File: src/rtl/xed_pkg.sv
`timescale 1ns / 1ps
// Shared types, character codes and the entity name lookup for the XML entity decoder.
// Depends on nothing; used by xed_decode and xml_entity_decoder.
package xed_pkg;

  localparam int NAME_MAX = 4;
  localparam int RUN_MAX  = 6;

  localparam logic [7:0] CH_AMP  = 8'h26;
  localparam logic [7:0] CH_SEMI = 8'h3B;
  localparam logic [7:0] CH_LT   = 8'h3C;
  localparam logic [7:0] CH_GT   = 8'h3E;
  localparam logic [7:0] CH_QUOT = 8'h22;
  localparam logic [7:0] CH_APOS = 8'h27;

  typedef logic [2:0]                    cnt_t;
  typedef logic [NAME_MAX-1:0][7:0]      name_t;
  typedef logic [RUN_MAX-1:0][7:0]       run_bytes_t;

  typedef struct packed {
    logic  in_entity;
    cnt_t  count;
    name_t names;
  } ent_state_t;

  typedef struct packed {
    run_bytes_t bytes;
    cnt_t       count;
  } run_buf_t;

  typedef struct packed {
    logic       hit;
    logic [7:0] ch;
  } match_t;

  // Matches a held name against the five predefined entities.
  function automatic match_t entity_lookup(name_t names, cnt_t count);
    match_t m;
    m.hit = 1'b1;
    m.ch  = CH_AMP;
    if (count == 3'd3 && names[0] == "a" && names[1] == "m" && names[2] == "p") begin
      m.ch = CH_AMP;
    end else if (count == 3'd2 && names[0] == "l" && names[1] == "t") begin
      m.ch = CH_LT;
    end else if (count == 3'd2 && names[0] == "g" && names[1] == "t") begin
      m.ch = CH_GT;
    end else if (count == 3'd4 && names[0] == "q" && names[1] == "u" &&
                 names[2] == "o" && names[3] == "t") begin
      m.ch = CH_QUOT;
    end else if (count == 3'd4 && names[0] == "a" && names[1] == "p" &&
                 names[2] == "o" && names[3] == "s") begin
      m.ch = CH_APOS;
    end else begin
      m.hit = 1'b0;
    end
    return m;
  endfunction

endpackage

File: src/rtl/xed_decode.sv
`timescale 1ns / 1ps
// Combinational decode of one input byte: next entity state and the run of result bytes.
// Depends on xed_pkg.
module xed_decode (
  input  xed_pkg::ent_state_t st,
  input  logic [7:0]          in_byte,
  input  logic                in_end,
  output xed_pkg::ent_state_t st_nxt,
  output xed_pkg::run_buf_t   run
);

  xed_pkg::name_t  name_add;
  xed_pkg::cnt_t   cnt_add;
  xed_pkg::match_t m_cur;
  xed_pkg::match_t m_add;
  xed_pkg::name_t  rel_names;
  xed_pkg::cnt_t   rel_cnt;
  logic            rel_mode;
  logic            tail_en;
  logic [7:0]      tail_byte;
  logic            single_en;
  logic [7:0]      single_byte;

  always_comb begin
    name_add                  = st.names;
    name_add[st.count[1:0]]   = in_byte;
    cnt_add                   = st.count + 3'd1;
  end

  assign m_cur = xed_pkg::entity_lookup(st.names, st.count);
  assign m_add = xed_pkg::entity_lookup(name_add, cnt_add);

  always_comb begin
    st_nxt      = st;
    rel_mode    = 1'b0;
    rel_names   = st.names;
    rel_cnt     = st.count;
    tail_en     = 1'b0;
    tail_byte   = in_byte;
    single_en   = 1'b0;
    single_byte = in_byte;
    priority if (!st.in_entity) begin
      if (in_byte == xed_pkg::CH_AMP && !in_end) begin
        st_nxt.in_entity = 1'b1;
        st_nxt.count     = 3'd0;
      end else begin
        single_en = 1'b1;
      end
    end else if (in_byte == xed_pkg::CH_SEMI) begin
      if (m_cur.hit) begin
        single_en   = 1'b1;
        single_byte = m_cur.ch;
      end else begin
        rel_mode = 1'b1;
        tail_en  = 1'b1;
      end
      st_nxt.in_entity = 1'b0;
      st_nxt.count     = 3'd0;
    end else if (in_byte == xed_pkg::CH_AMP) begin
      // An ampersand flushes the open entity and, unless the string ends, opens a new one.
      rel_mode     = 1'b1;
      tail_en      = in_end;
      st_nxt.count = 3'd0;
    end else if (st.count < 3'(xed_pkg::NAME_MAX)) begin
      st_nxt.names = name_add;
      st_nxt.count = cnt_add;
      if (in_end) begin
        if (m_add.hit) begin
          single_en   = 1'b1;
          single_byte = m_add.ch;
        end else begin
          rel_mode  = 1'b1;
          rel_names = name_add;
          rel_cnt   = cnt_add;
        end
      end
    end else begin
      // Name too long: flush everything together with this byte.
      rel_mode         = 1'b1;
      tail_en          = 1'b1;
      st_nxt.in_entity = 1'b0;
      st_nxt.count     = 3'd0;
    end
    if (in_end) begin
      st_nxt.in_entity = 1'b0;
      st_nxt.count     = 3'd0;
    end
  end

  always_comb begin
    run.bytes = '0;
    run.count = 3'd0;
    if (single_en) begin
      run.bytes[0] = single_byte;
      run.count    = 3'd1;
    end else if (rel_mode) begin
      run.bytes[0] = xed_pkg::CH_AMP;
      for (int i = 1; i < xed_pkg::RUN_MAX; i++) begin
        if (i <= xed_pkg::NAME_MAX && 3'(i - 1) < rel_cnt) begin
          run.bytes[i] = rel_names[2'(i - 1)];
        end else begin
          run.bytes[i] = tail_byte;
        end
      end
      run.count = rel_cnt + 3'd1 + {2'b00, tail_en};
    end
  end

endmodule

File: src/rtl/xml_entity_decoder.sv
`timescale 1ns / 1ps
// Top level of the streaming XML predefined entity decoder.
// Depends on xed_pkg and xed_decode.
//
// Usage. The input channel (in_valid, in_stall, in_byte, in_end) carries one byte of an
// encoded string per transfer; in_end marks the last byte of a string. The result
// channel (out_valid, out_stall, out_byte, out_run_last, out_string_end) carries the
// decoded bytes one per transfer. The five predefined entities are replaced by their
// characters; anything that does not decode is passed on unchanged. out_run_last marks
// the last byte caused by one input byte, and out_string_end the final byte of a string.
// An input byte may cause no result at all (an opening ampersand or a held name byte).
// A transferred input byte is registered, then decoded once the run buffer can take
// a new run, and its results are written into the run buffer and offered from there.
// Throughput: one input byte per cycle while each byte yields at most one result and the
// receiver does not stall. A byte that releases a held entity yields up to six results,
// one per cycle while out_stall is low; a run holds the next input byte in the input
// register until the run's final byte leaves.
// Reset (rst_n low, synchronous) empties the input register and the run buffer and
// leaves the decoder outside any entity. When the receiver raises out_stall the current
// result holds steady, and once the input register is also full in_stall rises.
module xml_entity_decoder (
  input  logic       clk,
  input  logic       rst_n,
  input  logic       in_valid,
  output logic       in_stall,
  input  logic [7:0] in_byte,
  input  logic       in_end,
  output logic       out_valid,
  input  logic       out_stall,
  output logic [7:0] out_byte,
  output logic       out_run_last,
  output logic       out_string_end
);

  // Input register.
  logic       in_v_r;
  logic [7:0] in_byte_r;
  logic       in_end_r;

  // Entity state and the run buffer that holds the results of one input byte.
  xed_pkg::ent_state_t st_r;
  xed_pkg::ent_state_t st_nxt;
  xed_pkg::run_buf_t   run_dec;
  xed_pkg::run_bytes_t run_bytes_r;
  xed_pkg::cnt_t       run_cnt_r;
  logic                run_end_r;

  logic in_take;
  logic advance;
  logic pop;

  // The run buffer can take a new run when it is empty or its final byte leaves now.
  assign pop      = out_valid && !out_stall;
  assign advance  = (run_cnt_r == 3'd0) || (run_cnt_r == 3'd1 && !out_stall);
  assign in_stall = in_v_r && !advance;
  assign in_take  = in_valid && !in_stall;

  xed_decode u_decode (
    .st      (st_r),
    .in_byte (in_byte_r),
    .in_end  (in_end_r),
    .st_nxt  (st_nxt),
    .run     (run_dec)
  );

  // The held name bytes carry no reset; they are only read below the held count.
  always_ff @(posedge clk) begin
    if (!rst_n) begin
      in_v_r       <= 1'b0;
      st_r.in_entity <= 1'b0;
      st_r.count   <= 3'd0;
      run_cnt_r    <= 3'd0;
    end else begin
      if (in_take) begin
        in_v_r <= 1'b1;
      end else if (advance) begin
        in_v_r <= 1'b0;
      end
      if (in_v_r && advance) begin
        st_r.in_entity <= st_nxt.in_entity;
        st_r.count     <= st_nxt.count;
        st_r.names     <= st_nxt.names;
        run_cnt_r      <= run_dec.count;
      end else if (pop) begin
        run_cnt_r <= run_cnt_r - 3'd1;
      end
    end
  end

  // Payload registers carry no reset.
  always_ff @(posedge clk) begin
    if (in_take) begin
      in_byte_r <= in_byte;
      in_end_r  <= in_end;
    end
    if (in_v_r && advance) begin
      run_bytes_r <= run_dec.bytes;
      run_end_r   <= in_end_r;
    end else if (pop) begin
      run_bytes_r <= run_bytes_r >> 8;
    end
  end

  assign out_valid      = (run_cnt_r != 3'd0);
  assign out_byte       = run_bytes_r[0];
  assign out_run_last   = (run_cnt_r == 3'd1);
  assign out_string_end = (run_cnt_r == 3'd1) && run_end_r;

endmodule

File: config.mk
export PLATFORM = sky130hd
export DESIGN_NAME = xml_entity_decoder
export DESIGN_NICKNAME = d
export VERILOG_FILES = /design/src/rtl/xed_pkg.sv /design/src/rtl/xed_decode.sv /design/src/rtl/xml_entity_decoder.sv
export SDC_FILE = /design/constraint.sdc
export NUM_CORES = 1
export LEC_CHECK = 0
export BUFFER_PORTS_ARGS = -buffer_cell sky130_fd_sc_hd__buf_2
export CORE_MARGIN = 5
export CORE_UTILIZATION = 40
export CTS_BUF_LIST = sky130_fd_sc_hd__clkbuf_4 sky130_fd_sc_hd__clkbuf_8 sky130_fd_sc_hd__clkbuf_16
export DETAILED_ROUTE_END_ITERATION = 12
export PLACE_DENSITY_LB_ADDON = 0.25
export SETUP_SLACK_MARGIN = 0.1
export SLEW_MARGIN = 25
export SYNTH_ARGS = -nofsm -noshare
export SYNTH_HDL_FRONTEND = slang
export SYNTH_SLANG_ARGS = --single-unit
File: constraint.sdc
create_clock -name clk -period 8.17 [get_ports clk]
set_clock_uncertainty 0.05 [all_clocks]
set_input_delay 1.634 -clock clk [delete_from_list [all_inputs] [get_ports clk]]
set_output_delay 1.634 -clock clk [all_outputs]
set_load 0.1 [all_outputs]
### Word level (Yosys, flattened, before mapping)

Index checks and enable logic that the tools add are counted.

| cells by class | value |
|---|---|
| add/sub/neg operators | 4 |
| mux-type cells | 82 |
| reductions and logical operators | 50 |
| equality and inequality tests | 33 |
| bitwise operators | 2 |
| magnitude comparators | 7 |

Operators by type and width:

| cell | count |
|---|---|
| $eq 8x7->1 const B | 24 |
| $mux 8 | 20 |
| $mux 16 | 6 |
| $mux 48 | 2 |
| $mux 51 | 1 |
| $mux 40 | 1 |
| $logic_and 1x1->1 | 38 |
| $mux 1 | 35 |
| $bwmux 32 | 1 |
| $mux 3 | 10 |
| $demux 8 s2 | 1 |
| $eq 8x6->1 const B | 2 |
| $mux 4 | 4 |
| $eq 3x2->1 const B | 4 |
| $mux 11 | 1 |
| $add 3x1->3 const B | 2 |
| $eq 3x3->1 const B | 2 |
| $lt 1x3->1 const A | 2 |
| $lt 2x3->1 const A | 2 |
| $reduce_and 6->1 | 1 |
| $reduce_bool 3->1 | 2 |
| $logic_not 1->1 | 4 |
| $reduce_bool 2->1 | 2 |
| $add 3x1->3 | 1 |
| other kinds (9) | 10 |

| storage, ports and cells | value |
|---|---|
| bits in registers | 98 |
| bits of input ports | 13 |
| logic and storage cells | 195 |
| output and inout bits | 12 |

### Depth between registers and ports, before layout

| depth | value |
|---|---|
| depth in word-level cells | 26 |
| mapped depth | 16 |
| depth with buffers taken out | 15 |

### Modules after synthesis

A second synthesis with hierarchy kept.

| second synthesis, totals | value |
|---|---|
| cell total of the unflattened synthesis | 622 |
| area total of the unflattened synthesis | 6092.1 µm² |

Modules (own cells, without submodules):

| module | area an instance (µm²) | cells each | seq. area each (µm²) | times used |
|---|---|---|---|---|
| xml_entity_decoder | 3808.7 | 291 | 2862.7 | 1 |
| xed_decode | 2283.4 | 331 | 0.0 | 1 |

### Worst setup path after synthesis

OpenSTA, ideal clock, no wires.

| path | value |
|---|---|
| path kind | reg-to-reg |
| from | register run_cnt_r[1] |
| to | register st_r[0] in the netlist's numbering (enable) |
| arrival | 4.851 ns |
| setup slack | 2.808 ns |
| library setup time | 0.461 ns |
| data required time | 7.659 ns |
| buffers on the path | 0 |
| period minus slack after synthesis | 5.362 ns |
| cell stages (with the launch flop) | 9 |
| cell sequence | dfxtp_1 > inv_1 > ha_1 > nor2b_1 > a21boi_0 > nand2b_1 > inv_1 > nand2_1 > nor3_1 |

| on the way | value |
|---|---|
| word-level cells in the longest chain between the ends | 5 |
| elaborated cells between the ends (all ways) | 6 |
| those cells by class | eq/ne (1); reduce/logical (5) |

Ends and longest elaborated chain:

| item | line | source |
|---|---|---|
| start, declared | xml_entity_decoder.sv:45 | `xed_pkg::cnt_t run_cnt_r;` |
| start signal, assigned | xml_entity_decoder.sv:83 | `run_cnt_r <= run_dec.count;` |
| start signal, assigned | xml_entity_decoder.sv:85 | `run_cnt_r <= run_cnt_r - 3'd1;` |
| $eq 3x1->1 | n/a |  |
| via out_run_last | xml_entity_decoder.sv:31 | `output logic out_run_last,` |
| $logic_and 1x1->1 | xml_entity_decoder.sv:54 | `assign advance = (run_cnt_r == 3'd0) \|\| (run_cnt_r == 3'd1 && !out_stall);` |
| $logic_or 1x1->1 | xml_entity_decoder.sv:54 |  |
| $logic_and 1x1->1 | xml_entity_decoder.sv:79 | `if (in_v_r && advance) begin` |
| $reduce_and 6->1 (no line) | n/a |  |
| end, declared | xml_entity_decoder.sv:41 | `xed_pkg::ent_state_t st_r;` |

The timed path passes the listed nets, and every way through them passes these cells.
A chain may end at the register's enable or synchronous reset.

### Worst setup path after layout

| path | value |
|---|---|
| from | input out_stall |
| to | output in_stall |

| on the way | value |
|---|---|
| word-level cells in the longest chain between the ends | 5 |

Ends and longest elaborated chain:

| item | line | source |
|---|---|---|
| start, declared | xml_entity_decoder.sv:29 | `input logic out_stall,` |
| $logic_not 1->1 | xml_entity_decoder.sv:54 |  |
| $logic_and 1x1->1 | xml_entity_decoder.sv:54 |  |
| $logic_or 1x1->1 | xml_entity_decoder.sv:54 |  |
| $logic_not 1->1 | xml_entity_decoder.sv:55 | `assign in_stall = in_v_r && !advance;` |
| $logic_and 1x1->1 | xml_entity_decoder.sv:55 |  |
| end, declared | xml_entity_decoder.sv:25 | `output logic in_stall,` |

Every way passes these cells.

==> flow_metrics.py <==
metrics = {
    "drt": {
        "routed.top_layer": "met4",
        "wl_met1_mm": 6.22,
        "ant_nets": 0,
        "wl_met2_mm": 6.35,
        "dr.first_iter.drc_count": 413,
        "via_count": 3959,
        "drc": 0,
        "viasPerCell": 5.71,
        "dr_wl_met3_um": 904,
        "firstDrtPassIters": 5,
        "drt_wl_total_mm": 13.7,
        "avgRoutedWirePerCell_um": 19.8,
    },
    "placement": {
        "place_ws_ns": 3.87,
        "gp_congestion": 0.941,
        "dpl.hpwl_mm": 9.72,
        "numPortBuffers": 24,
    },
    "floorplanning": {
        "dieArea_um2": 16500,
        "io_pins": 25,
        "die_w_um": 128,
        "rows": 43,
        "start_util": 0.406,
        "die_height_um": 128,
        "core_um2": 13800,
    },
    "cts": {
        "clock_latency_ns": 0.36,
        "cts.clk_slew.worst_paths_ns": 0.07,
        "cts_made_buffers": 9,
        "htreeDepth": 3,
        "clock_sink_count": 98,
        "cts_root_buf": "clkbuf_16",
        "post_cts_buffers": 0,
        "post_cts_resized": 0,
        "cts-hold-fix-buffers": 0,
        "cts_max_path_buffers": 2,
        "tritoncts": "built",
    },
    "setup_path": {
        "worstReg2RegStart": "st_r[32]",
        "critical_path_arrival_ns": 2.60,
        "endpoint_kind": "primary output",
        "cp-start-kind": "input port",
        "reg2reg_depth": 10,
        "startpoint": "out_stall",
        "critical_path_class": "input port to primary output",
        "r2r-end": "run_bytes_r[8]",
        "crit_required_ns": 6.49,
        "cp-endpoint": "in_stall",
        "worstPathMaxFanout": 3,
        "r2r_setup_slack_ns": 4.02,
    },
    "synth": {
        "synth_enable_flop_cells": 90,
        "yosysMostFrequentCell": "edfxtp_1",
        "ys_ff_latch": 98,
        "async_flop_share": 0,
        "syn-num-nets": 532,
        "synth_area_leaders": "edfxtp_1 (48%), mux2_2 (5.2%), nand2_1 (4.9%), ha_1 (3.3%), dfxtp_1 (2.9%)",
        "synth_cell_types": 74,
        "synth_commonest_cells": "edfxtp_1 (90), nand2_1 (74), inv_1 (26), mux2_2 (26), nor2_1 (21)",
        "yosysWarningCount": 0,
        "yosys.area.top_type": "edfxtp_1",
        "syn_area_per_cell_um2": 11.1,
        "ys_seq_area_frac": 0.510,
        "netlist_instances": 504,
        "yosys.area.top_type_share": 0.481,
        "synth_ff_type": "edfxtp_1",
        "netlist_area_um2": 5620,
    },
    "cells_and_area": {
        "area_delta_synth_final_pct": 8.84,
        "drive_gt1_frac": 0.197,
        "nFillCells": 1304,
        "nNetsFinal": 536,
        "diodes": 0,
        "utilization": 0.442,
    },
    "timing": {
        "setup_slack_ns": 3.88,
        "slew_headroom": 0.405,
        "tns_ns": 0,
        "fin_crit_sh": 0.525,
        "finalSetupViolCount": 0,
        "final_max_slew_viol_count": 0,
        "rsz0062_at_grt": "no",
        "hold_viol_final": 0,
        "max_freq_ghz": 0.233,
        "fin_crit_ns": 4.29,
        "holdWs_ns": 0.468,
        "tightest_slew_ns": 0.890,
    },
    "global_routing": {
        "overflow": 0,
        "track_usage": 0.174,
        "grt_pass1_wl_mm": 22.2,
        "antenna_found_initial": 0,
        "grt_start_max_net_pins": 54,
        "grt_pass1_vias": 3910,
    },
    "pwr": {
        "netSwitchingFraction": 0.385,
        "ir_drop_uv": 130,
        "p_int_uw": 1110,
        "power_frac_clock": 0.228,
        "leakage_uw": 0.00226,
        "powerDensity_nw_per_um2": 295,
        "pwr-share-seq": 0.459,
        "combPwrFrac": 0.314,
        "p_switching_uw": 693,
    },
    "worst_hold_path": {
        "hp-class": "flop to flop",
    },
    "outcome": {
        "status": "complete, no violations",
    },
    "job": {
        "drv_cap": 0,
    },
}
-- registers in the layout (all words and copies together) (netlist names) --
signal       cells
run_end_r        1
in_byte_r        8
in_end_r         1
in_v_r           1
run_cnt_r        3
run_bytes_r     40
st_r            36
out_byte         8
-- cells in the final DEF (no fill, tap or decap), types with 5 or more instances in the layout --
cell type   n
mux2i_1     7
and2_1      6
ha_1       15
nor3_1      6
o211ai_1   17
inv_1      26
nand3b_1    6
or4_1       5
a21oi_1    13
mux2_2     26
clkinv_4    5
nand2_1    74
clkbuf_16   9
and3_1      6
edfxtp_1   90
o211ai_2    8
a21o_1      8
buf_2      24
nand3_1     6
dfxtp_1     8
nand4_1     9
o21ai_0    15
nand4b_1    7
nor2_1     21
-- logic make-up (layout without fill, tap and decap cells) --
| group | after synthesis | count (layout) | synth area share |
|---|---|---|---|
| AO/OA/AOI/OAI | 98 | 98 | 0.136 |
| XOR/XNOR | 2 | 2 | 0.00312 |
| adder cells (fa/ha/maj) | 15 | 15 | 0.0334 |
| buffers and inverters | 61 | 70 | 0.0517 |
| flip-flops | 98 | 98 | 0.510 |
| multiplexers | 35 | 35 | 0.0693 |
| AND/OR/NAND/NOR | 195 | 195 | 0.197 |
-- final cells by class --
cell class | instances | area (um2) | area share
Clock buffer | 9 | 225 | 0.0368
Inverter | 26 | 97.6 | 0.0160
Timing Repair Buffer | 28 | 150 | 0.0246
Sequential cell | 98 | 2860 | 0.468
Clock inverter | 7 | 67.6 | 0.0111
Multi-Input combinational cell | 345 | 2480 | 0.406
Tap cell | 180 | 225 | 0.0368
-- metal layers --
layer	vias up	track usage
li1	1903	-
met1	1925	0.246
met2	119	0.264
met3	12	0.0415
met4	0	0.0544
met5	-	0
-- critical path, stage by stage --
cell and delay (ns):
buf_2 0.12, inv_1 0.04, a21boi_0 0.17, and2_1 0.20, buf_2 0.44
-- power groups by stage --
stage | combinational [uW] | clock (uW) | sequential [uW]
final | 565 | 410 | 826
after global routing | 611 | 441 | 840
after CTS | 571 | 422 | 827
after floorplan | 497 | 0 | 815
after global placement | 560 | 0 | 833
after detailed placement | 571 | 0 | 837
-- metrics by stage --
stage               power [uW]  instances  instance area (um2)
floorplan                 1310        504                 5620
global placement          1390        677                 5820
detailed placement        1410        677                 5820
CTS                       1820        693                 6110
global route              1890        693                 6110
finish                    1800        693                 6110
-- worst min path at each step --
| stage | from | end | slack (ns) | cells past startpoint |
|---|---|---|---|---|
| after floorplan | in_end_r | run_end_r | 0.37 | 0 |
| after global placement | run_bytes_r[41] | run_bytes_r[33] | 0.45 | 1 |
| after detailed placement | run_bytes_r[43] | run_bytes_r[35] | 0.46 | 2 |
| after CTS | run_cnt_r[2] | run_cnt_r[2] | 0.47 | 2 |
| after global routing | run_bytes_r[40] | run_bytes_r[32] | 0.49 | 2 |
| final | run_cnt_r[2] | run_cnt_r[2] | 0.47 | 2 |
Power figures use the tool's default switching activity.
